File: src/sv/imme_pkg.sv
// Shared types and constants of the integer matrix multiply engine.
`timescale 1ns / 1ps

package imme_pkg;

    localparam int MAX_DIM_DEF    = 8;
    localparam int DATA_WIDTH_DEF = 32;

    typedef enum logic [1:0] {
        FUNC_WR_A    = 2'd0,
        FUNC_WR_B    = 2'd1,
        FUNC_COMPUTE = 2'd2
    } func_t;

    typedef enum logic [1:0] {
        ST_IDLE,
        ST_ACC,
        ST_WAIT,
        ST_DRAIN
    } state_t;

    localparam logic [1:0] REG_ROWS_M       = 2'd0;
    localparam logic [1:0] REG_COLS_N       = 2'd1;
    localparam logic [1:0] REG_INNER_K      = 2'd2;
    localparam logic [1:0] REG_B_TRANSPOSED = 2'd3;

    typedef struct packed {
        logic shift;
        logic mac;
        logic first;
    } ring_ctl_t;

endpackage

File: src/sv/imme_cell.sv
// One accumulator cell of the ring: holds a partial sum and passes it on.
`timescale 1ns / 1ps

module imme_cell #(
    parameter int DATA_WIDTH = imme_pkg::DATA_WIDTH_DEF
) (
    input  logic                  aclk,
    input  logic                  en,
    input  logic [DATA_WIDTH-1:0] d,
    output logic [DATA_WIDTH-1:0] q
);

    logic [DATA_WIDTH-1:0] sum_reg;

    always_ff @(posedge aclk) begin
        if (en) begin
            sum_reg <= d;
        end
    end

    assign q = sum_reg;

endmodule

File: src/sv/imme_ring.sv
// Ring of accumulator cells with the head adder and the tail select.
`timescale 1ns / 1ps

module imme_ring #(
    parameter int MAX_DIM    = imme_pkg::MAX_DIM_DEF,
    parameter int DATA_WIDTH = imme_pkg::DATA_WIDTH_DEF,
    localparam int IDX_W     = (MAX_DIM > 1) ? $clog2(MAX_DIM) : 1
) (
    input  logic                  aclk,
    input  imme_pkg::ring_ctl_t   ctl,
    input  logic [DATA_WIDTH-1:0] prod,
    input  logic [IDX_W-1:0]      tail_sel,
    output logic [DATA_WIDTH-1:0] tail
);

    logic [DATA_WIDTH-1:0] chain [MAX_DIM];
    logic [DATA_WIDTH-1:0] head;

    always_comb begin
        if (ctl.mac) begin
            head = ctl.first ? prod : tail + prod;
        end else begin
            head = tail;
        end
    end

    assign tail = chain[tail_sel];

    for (genvar i = 0; i < MAX_DIM; i++) begin : g_cell
        if (i == 0) begin : g_head
            imme_cell #(.DATA_WIDTH(DATA_WIDTH)) u_cell (
                .aclk (aclk),
                .en   (ctl.shift),
                .d    (head),
                .q    (chain[i])
            );
        end else begin : g_body
            imme_cell #(.DATA_WIDTH(DATA_WIDTH)) u_cell (
                .aclk (aclk),
                .en   (ctl.shift),
                .d    (chain[i-1]),
                .q    (chain[i])
            );
        end
    end

endmodule

File: config.mk
export PLATFORM = sky130hd
export DESIGN_NAME = imme_ring
export DESIGN_NICKNAME = d
export VERILOG_FILES = /design/src/sv/imme_pkg.sv /design/src/sv/imme_cell.sv /design/src/sv/imme_ring.sv
export SDC_FILE = /design/constraint.sdc
export NUM_CORES = 1
export LEC_CHECK = 0
export ABC_CLOCK_PERIOD_IN_PS = 5900
export BUFFER_PORTS_ARGS = -buffer_cell sky130_fd_sc_hd__buf_2
export CELL_PAD_IN_SITES_DETAIL_PLACEMENT = 1
export CELL_PAD_IN_SITES_GLOBAL_PLACEMENT = 1
export CORE_ASPECT_RATIO = 0.75
export CORE_MARGIN = 4
export CORE_UTILIZATION = 50
export CTS_CLUSTER_DIAMETER = 200
export DETAILED_ROUTE_END_ITERATION = 8
export PLACE_DENSITY_LB_ADDON = 0.1
export SETUP_SLACK_MARGIN = 0.3
export SLEW_MARGIN = 5
export SYNTH_ARGS = -nofsm -noshare
export SYNTH_HDL_FRONTEND = slang
export SYNTH_SLANG_ARGS = --single-unit
File: constraint.sdc
create_clock -name aclk -period 5.9 [get_ports aclk]
set_input_delay 0.59 -clock aclk [delete_from_list [all_inputs] [get_ports aclk]]
set_output_delay 0.59 -clock aclk [all_outputs]
set_load 0.01 [all_outputs]
==> impl_metrics.ini, run 1 <==
[run_status]
outcome = complete, no violations

[clocking]
cts_repair_resize_count = 0
hold_buffers = 0
cts_setup_buffers = 0
cts_tree = done
clock_network_latency_to_the_later_pin_of_the_worst_skew_pair_ns = 0.52
clock_path_buffers = 3
clk_transition_reported_paths_ns = 0.06
cts.htree.levels = 1
cts_num_sinks = 256
cts_root_buffer = sky130_fd_sc_hd__clkbuf_16
cts_buffers = 25

[die]
design.die.area_um2 = 26400
core_area_um2 = 23200
initial_util_pct = 51.3
chipWidth_um = 186
die-height_um = 142
top_level_ports = 71
placement_row_count = 48

[power_and_ir_drop]
p_per_area_nw_per_um2 = 333
power.leakage_nw = 4.70
power.total_mw = 4.43
vdd_ir_drop_max_v = 0.000209

[global_route]
grt_first_pass_wirelength_mm = 42.0
grt_max_degree = 139
grt_pass1_vias = 7165
globalRoute.totalOverflow = 0
global_route.usage.total_pct = 20.3
antenna_found_initial = 0

[synth]
netlist.top_cell.by_area = sky130_fd_sc_hd__edfxtp_1
synth_simple_gate_area_share_pct = 4.67
syn_inst = 721
muxShareOfSynthArea_pct = 16.1
async_flop_share_pct = 0
distinct_cell_type_count_after_synthesis = 64
yosys.area_share.xor_xnor_pct = 1.69
synth-adder-area-share_pct = 3.43
synth_compound_gate_area_share_pct = 7.94
ys_seq_area_share_pct = 64.6
syn_area_per_cell_um2 = 16.5
number_of_synthesized_register_bits = 256
synth_commonest_cells = sky130_fd_sc_hd__edfxtp_1, sky130_fd_sc_hd__mux4_2, sky130_fd_sc_hd__a21oi_1
synth_top_area_share_pct = 64.6
most_repeated_cell_in_the_gate_level_netlist_after_synthesis = sky130_fd_sc_hd__edfxtp_1
main_combinational_cell_family_by_area_after_synthesis = multiplexers
post_synth_instance_area_um2 = 11900
postSynthNetCount = 792
yosysWarnings = 0
number_of_enable_flip_flop_cells_after_synthesis = 256
ys_dominant_reg_cell = sky130_fd_sc_hd__edfxtp_1
netlist_top_cells_area = sky130_fd_sc_hd__edfxtp_1, sky130_fd_sc_hd__mux4_2, sky130_fd_sc_hd__ha_1, sky130_fd_sc_hd__mux2_2, sky130_fd_sc_hd__a21oi_1

[place]
gp_routability_congestion = 0.843
hpwlAfterDp_mm = 17.8
port_buffers = 70
placedCellCount = 1066

[worst_setup_path]
arrival_ns = 4.35
timing_worst_setup_path_type = in -> reg
number_of_cell_instances_on_the_worst_register_to_register_path = 14
nature_of_the_critical_path_endpoint = flop
startpoint_type = input port
max_stage_delay_ns = 0.52
worst-path-max-fanout = 15
ordered_cell_list_for_the_critical_path = buf_4, buf_4, mux4_2, mux2_2, ha_1, nor2b_4, o31a_1, o31ai_4, o211a_4, nor3_2, o41a_4, a31oi_4, and3_1, nor3_2
crit_required_ns = 6.17
timing.critical_path.slowest_stage_cell = sky130_fd_sc_hd__mux4_2

[final_layout]
syn2layout_area_growth_pct = 11.7
drive_above_1_share_pct = 27.3
final-seq-area_um2 = 7690
fillers = 2155
fin_nets = 864
multi_input_gate_area_in_the_final_layout_um2 = 4020
n_antenna_cell = 0
final_cell_count_no_fill = 1110

[sta]
fin_worst_hold_slack_ns = 0.445
setup_violations = 0
totalNegativeSetupSlack_ns = 0
clock.fmax_mhz = 245
hold_violations = 0
rsz0062_at_grt = false
worst_clock_skew_ns = 0.00828
tightestPinTransition_ns = 0.893
max-slew-margin-rel_pct = 40.4
final_period_utilization_pct = 69.2
report.final.slew_viol_count = 0
final_period_minus_worst_setup_slack_ns = 4.08

[drt]
drt-total-wl_mm = 26.2
vias = 6779
final_antenna_net_count = 0
detailed_route_wire_length_per_cell_um = 23.6
drtIter0Drc = 558
route.detailed.vias_per_inst = 6.11
number_of_detailed_routing_iterations_run_before_antenna_repair = 4
post-route-drc-count = 0

[job]
drv_cap = 0

[worst_hold_path]
hold_depth = 0
hold_class = reg -> reg
## sequential cells by signal, indices dropped and copies added, names as in the netlist
register	cells
g_cell.g_body.u_cell.q	224
g_cell.g_head.u_cell.q	32
## final cells by class
| class | instances | share of cell area (%) |
|---|---|---|
| timing repair buffer | 80 | 3.48 |
| tap | 300 | 2.82 |
| multi-input combinational | 418 | 30.2 |
| sequential | 256 | 57.8 |
| clock inverter | 10 | 0.348 |
| clock buffer | 34 | 4.96 |
| inverter | 12 | 0.339 |
## cells in the final DEF (no fill, tap or decap), types with 3 or more instances in the layout
cell	netlist	routed
sky130_fd_sc_hd__a21oi_1	58	58
sky130_fd_sc_hd__nand3b_1	4	4
sky130_fd_sc_hd__nor3_1	5	5
sky130_fd_sc_hd__buf_4	0	9
sky130_fd_sc_hd__and3_1	3	3
sky130_fd_sc_hd__nor2_1	53	53
sky130_fd_sc_hd__a211oi_1	4	4
sky130_fd_sc_hd__clkbuf_16	0	25
sky130_fd_sc_hd__a31oi_1	4	4
sky130_fd_sc_hd__edfxtp_1	256	256
sky130_fd_sc_hd__mux4_2	64	64
sky130_fd_sc_hd__ha_1	31	31
sky130_fd_sc_hd__nand2_1	22	22
sky130_fd_sc_hd__xor2_1	6	6
sky130_fd_sc_hd__clkinv_2	0	3
sky130_fd_sc_hd__mux2i_1	11	11
sky130_fd_sc_hd__mux2_2	32	32
sky130_fd_sc_hd__o21ai_0	15	15
sky130_fd_sc_hd__xnor2_1	17	17
sky130_fd_sc_hd__nand3_1	6	6
sky130_fd_sc_hd__nor2b_1	4	4
sky130_fd_sc_hd__buf_2	7	68
sky130_fd_sc_hd__nand2b_1	3	3
sky130_fd_sc_hd__inv_1	12	12
sky130_fd_sc_hd__o22ai_1	7	7
sky130_fd_sc_hd__nand4_1	5	5
sky130_fd_sc_hd__clkinv_1	0	6
sky130_fd_sc_hd__a21o_1	17	17
sky130_fd_sc_hd__clkbuf_1	25	9
sky130_fd_sc_hd__o21a_1	4	4
## layer usage
metal  GRT usage (%)  up-vias  wire [µm]
li1                -     3050          -
met1            31.9     3529      12600
met2            30.9      166      12000
met3            2.79       34       1160
met4            3.72        0        465
met5               0        -          0
## per-stage QoR
| step | instance area, µm² | util, % | setup WS (ns) |
|---|---|---|---|
| 2_1_floorplan | 11900 | - | 1.37 |
| 6_report | 13300 | 57.4 | 1.82 |
| 3_3_place_gp | 12600 | 54.3 | 1.35 |
| 3_5_place_dp | 12600 | 54.3 | 1.23 |
| 4_1_cts | 13300 | 57.4 | 1.78 |
| 5_1_grt | 13300 | 57.4 | 1.59 |
## logic make-up after synthesis
| logic type | after synthesis |
|---|---|
| AND/OR/NAND/NOR | 116 |
| buffers and inverters | 47 |
| AO/OA/AOI/OAI | 140 |
| adder cells (fa/ha/maj) | 32 |
| flip-flops | 256 |
| XOR/XNOR | 23 |
| multiplexers | 107 |
## worst paths after layout
check	start	end	slack [ns]
setup / recovery	tail_sel[0]	g_cell[0].g_head.u_cell.q[24]	1.82
setup reg to reg	g_cell[6].g_body.u_cell.q[0]	g_cell[0].g_head.u_cell.q[24]	1.94
hold reg to reg	g_cell[3].g_body.u_cell.q[6]	g_cell[4].g_body.u_cell.q[6]	0.44
hold / removal	g_cell[3].g_body.u_cell.q[6]	g_cell[4].g_body.u_cell.q[6]	0.44
## power by group
group          internal [mW]  switching, mW
Sequential              2.17         0.0649
Clock                  0.779          0.643
Combinational          0.342          0.439
## critical path, delay by kind of cell
kind / cells / cell delay (ns)
AOI/OAI and AO/OA: 5 / 1.53
muxes: 2 / 0.83
buffers and inverters: 2 / 0.60
and+or+nand+nor: 4 / 0.45
adders and majority gates: 1 / 0.33
(Power assumes the default switching activity.)
==> inputs of run 2 (changes only) <==
--- a/config.mk
+++ b/config.mk
@@ -5,13 +5,14 @@
 export SDC_FILE = /design/constraint.sdc
 export NUM_CORES = 1
 export LEC_CHECK = 0
-export ABC_CLOCK_PERIOD_IN_PS = 5900
+export ABC_AREA = 1
+export ABC_CLOCK_PERIOD_IN_PS = 3720
 export BUFFER_PORTS_ARGS = -buffer_cell sky130_fd_sc_hd__buf_2
 export CELL_PAD_IN_SITES_DETAIL_PLACEMENT = 1
 export CELL_PAD_IN_SITES_GLOBAL_PLACEMENT = 1
 export CORE_ASPECT_RATIO = 0.75
 export CORE_MARGIN = 4
-export CORE_UTILIZATION = 50
+export CORE_UTILIZATION = 43
 export CTS_CLUSTER_DIAMETER = 200
 export DETAILED_ROUTE_END_ITERATION = 8
 export PLACE_DENSITY_LB_ADDON = 0.1
==> constraint.sdc (replaced) <==
create_clock -name aclk -period 3.72 [get_ports aclk]
set_input_delay 0.372 -clock aclk [delete_from_list [all_inputs] [get_ports aclk]]
set_output_delay 0.372 -clock aclk [all_outputs]
set_load 0.01 [all_outputs]
==> run 2 against run 1 <==
Largest cell class unchanged. Setup slack got worse by 1.2 ns. First-iteration DRC count increased by 17%. Combinational power up 64%. Sequential cell count is the same.
==> impl_metrics.ini, run 2 <==
[die]
top_level_ports = 71
die-height_um = 158
initial_util_pct = 44.0
design.die.area_um2 = 32900
placement_row_count = 54
chipWidth_um = 208
core_area_um2 = 29400

[global_route]
globalRoute.totalOverflow = 0
grt_first_pass_wirelength_mm = 57.7
global_route.usage.total_pct = 22.2
grt_max_degree = 117
grt_pass1_vias = 9933
antenna_found_initial = 1

[synth]
synth_commonest_cells = sky130_fd_sc_hd__nand2_1, sky130_fd_sc_hd__edfxtp_1, sky130_fd_sc_hd__nor2_1
distinct_cell_type_count_after_synthesis = 33
netlist.top_cell.by_area = sky130_fd_sc_hd__edfxtp_1
yosys.area_share.xor_xnor_pct = 0.677
most_repeated_cell_in_the_gate_level_netlist_after_synthesis = sky130_fd_sc_hd__nand2_1
muxShareOfSynthArea_pct = 0
netlist_top_cells_area = sky130_fd_sc_hd__edfxtp_1, sky130_fd_sc_hd__nand2_1, sky130_fd_sc_hd__nor2_1, sky130_fd_sc_hd__o21ai_0, sky130_fd_sc_hd__inv_1
main_combinational_cell_family_by_area_after_synthesis = simple AND/OR/NAND/NOR gates
synth_compound_gate_area_share_pct = 11.9
ys_dominant_reg_cell = sky130_fd_sc_hd__edfxtp_1
synth-adder-area-share_pct = 3.15
ys_seq_area_share_pct = 59.4
synth_simple_gate_area_share_pct = 18.2
async_flop_share_pct = 0
syn_inst = 1377
number_of_synthesized_register_bits = 256
postSynthNetCount = 1448
number_of_enable_flip_flop_cells_after_synthesis = 256
synth_top_area_share_pct = 59.4
yosysWarnings = 0
syn_area_per_cell_um2 = 9.39
post_synth_instance_area_um2 = 12900

[worst_setup_path]
arrival_ns = 3.41
timing_worst_setup_path_type = in -> reg
r2r-start = g_cell[0].g_head.u_cell.q[0]
crit_required_ns = 4.02
ff2ff_setup_slack_ns = 0.64
startpoint_type = input port
number_of_cell_instances_on_the_worst_register_to_register_path = 18
worst-path-max-fanout = 48
reg_to_reg_critical_path_endpoint = g_cell[0].g_head.u_cell.q[20]
nature_of_the_critical_path_endpoint = flop

[sta]
final_period_minus_worst_setup_slack_ns = 3.11
setup_violations = 0
hold_violations = 0
rsz0062_at_grt = false
max-slew-margin-rel_pct = 36.4
tightestPinTransition_ns = 0.954
clock.fmax_mhz = 321
finalWorstSetupSlack_ns = 0.606
worst_clock_skew_ns = 0.0233
totalNegativeSetupSlack_ns = 0
report.final.slew_viol_count = 0
final_period_utilization_pct = 83.7

[final_layout]
fin_nets = 1517
fin_util_pct = 49.9
syn2layout_area_growth_pct = 13.3
drive_above_1_share_pct = 9.58
final_cell_mix = sky130_fd_sc_hd__nand2_1, sky130_fd_sc_hd__edfxtp_1, sky130_fd_sc_hd__nor2_1, sky130_fd_sc_hd__inv_1, sky130_fd_sc_hd__o21ai_0
finish.instance_area_um2 = 14700
largest_reg_flops = 224
layout_commonest_cell = sky130_fd_sc_hd__nand2_1

[drt]
drt-total-wl_mm = 36.8
route.detailed.vias_per_inst = 5.36
number_of_detailed_routing_iterations_run_before_antenna_repair = 5
detailed_route_wire_length_per_cell_um = 19.8
final_antenna_net_count = 0
drtIter0Drc = 654
vias = 9949
post-route-drc-count = 0

[place]
gp_routability_congestion = 0.860
hpwlAfterDp_mm = 26.1
dpl_worst_slack_ns = 0.0950
postPlaceCellArea_um2 = 13800
port_buffers = 70

[clocking]
cts_root_buffer = sky130_fd_sc_hd__clkbuf_16
clock_path_buffers = 3
cts_repair_resize_count = 0
cts_num_sinks = 256
cts_setup_buffers = 0
cts_tree = done
clk_transition_reported_paths_ns = 0.06
clock_network_latency_to_the_later_pin_of_the_worst_skew_pair_ns = 0.55
hold_buffers = 0
cts_buffers = 27
cts.htree.levels = 1

[worst_hold_path]
whs_endpoint = g_cell[0].g_head.u_cell.q[2]
min-delay-start = prod[2]
hold_class = in -> reg
hold_depth = 3

[power_and_ir_drop]
vdd_ir_drop_max_v = 0.000345
p_per_area_nw_per_um2 = 513
power.total_mw = 7.52
power.leakage_nw = 6.13

[job]
drv_cap = 0

[run_status]
outcome = complete, no violations
run 2: cell types whose count changed after synthesis, sizes merged, moves of 32 or more:
cell,delta
nand3,+40
mux2,-32
o21ai,+121
inv,+128
nand2,+301
nor2,+178
mux4,-64
run 2: stage by stage:
stage | hold WS [ns] | instances
final | 0.225 | 1855
after global routing | 0.204 | 1855
after CTS | 0.196 | 1854
after detailed placement | 0.428 | 1809
after global placement | 0.421 | 1809
after floorplan | 0.421 | 1377
run 2: final cells by class:
| cell class | count | area, µm² |
|---|---|---|
| inverters | 141 | 532 |
| clock inverters | 15 | 186 |
| diodes | 1 | 2.50 |
| repair buffers | 100 | 688 |
| well taps | 392 | 490 |
| fillers | 3401 | 14700 |
| multi-input cells | 920 | 4380 |
| clock buffers | 30 | 687 |
| flip-flops and latches | 256 | 7690 |
run 2: cells by family (layout without fill, tap and decap cells):
kind of cell,Yosys count,in the layout
AO/OA/AOI/OAI,271,271
AND/OR/NAND/NOR,607,607
buffers and inverters,201,286
other,0,1
adder cells (fa/ha/maj),32,32
flip-flops,256,256
XOR/XNOR,10,10
run 2: worst max path at each step:
| stage | startpoint | to |
|---|---|---|
| finish | tail_sel[0] | g_cell[0].g_head.u_cell.q[31] |
| global route | g_cell[0].g_head.u_cell.q[0] | g_cell[0].g_head.u_cell.q[20] |
| global placement | tail_sel[0] | g_cell[0].g_head.u_cell.q[31] |
| floorplan | tail_sel[0] | g_cell[0].g_head.u_cell.q[20] |
| detailed placement | tail_sel[0] | g_cell[0].g_head.u_cell.q[31] |
| CTS | g_cell[0].g_head.u_cell.q[0] | g_cell[0].g_head.u_cell.q[20] |
run 2: per-layer routing:
| metal | vias to the layer above | track usage (%) | routed length (µm) |
|---|---|---|---|
| li1 | 4799 | - | - |
| met1 | 4916 | 35.2 | 18800 |
| met2 | 204 | 33.6 | 15800 |
| met3 | 30 | 2.34 | 1650 |
| met4 | 0 | 3.91 | 495 |
| met5 | - | 0 | 0 |
run 2: critical path, cell delays in order:
cell,delay (ns)
sky130_fd_sc_hd__buf_4,0.20
sky130_fd_sc_hd__inv_4,0.30
sky130_fd_sc_hd__buf_12,0.27
sky130_fd_sc_hd__o21ai_0,0.12
sky130_fd_sc_hd__o22ai_1,0.18
sky130_fd_sc_hd__o21a_1,0.32
sky130_fd_sc_hd__ha_1,0.38
sky130_fd_sc_hd__a21oi_1,0.25
sky130_fd_sc_hd__nand2_1,0.11
sky130_fd_sc_hd__nand2_1,0.07
sky130_fd_sc_hd__nand2_1,0.06
sky130_fd_sc_hd__a21oi_1,0.25
sky130_fd_sc_hd__nand2_1,0.09
sky130_fd_sc_hd__nand2_1,0.06
sky130_fd_sc_hd__nand3_1,0.15
sky130_fd_sc_hd__nand2_1,0.13
sky130_fd_sc_hd__nand2_1,0.06
run 2: power breakdown:
group	switching [mW]	leakage, nW	internal, mW	total, mW
clock	1.13	0.428	1.60	2.73
combinational	0.866	3.19	0.410	1.28
sequential	0.0987	2.51	3.42	3.52
total	2.09	6.13	5.43	7.52
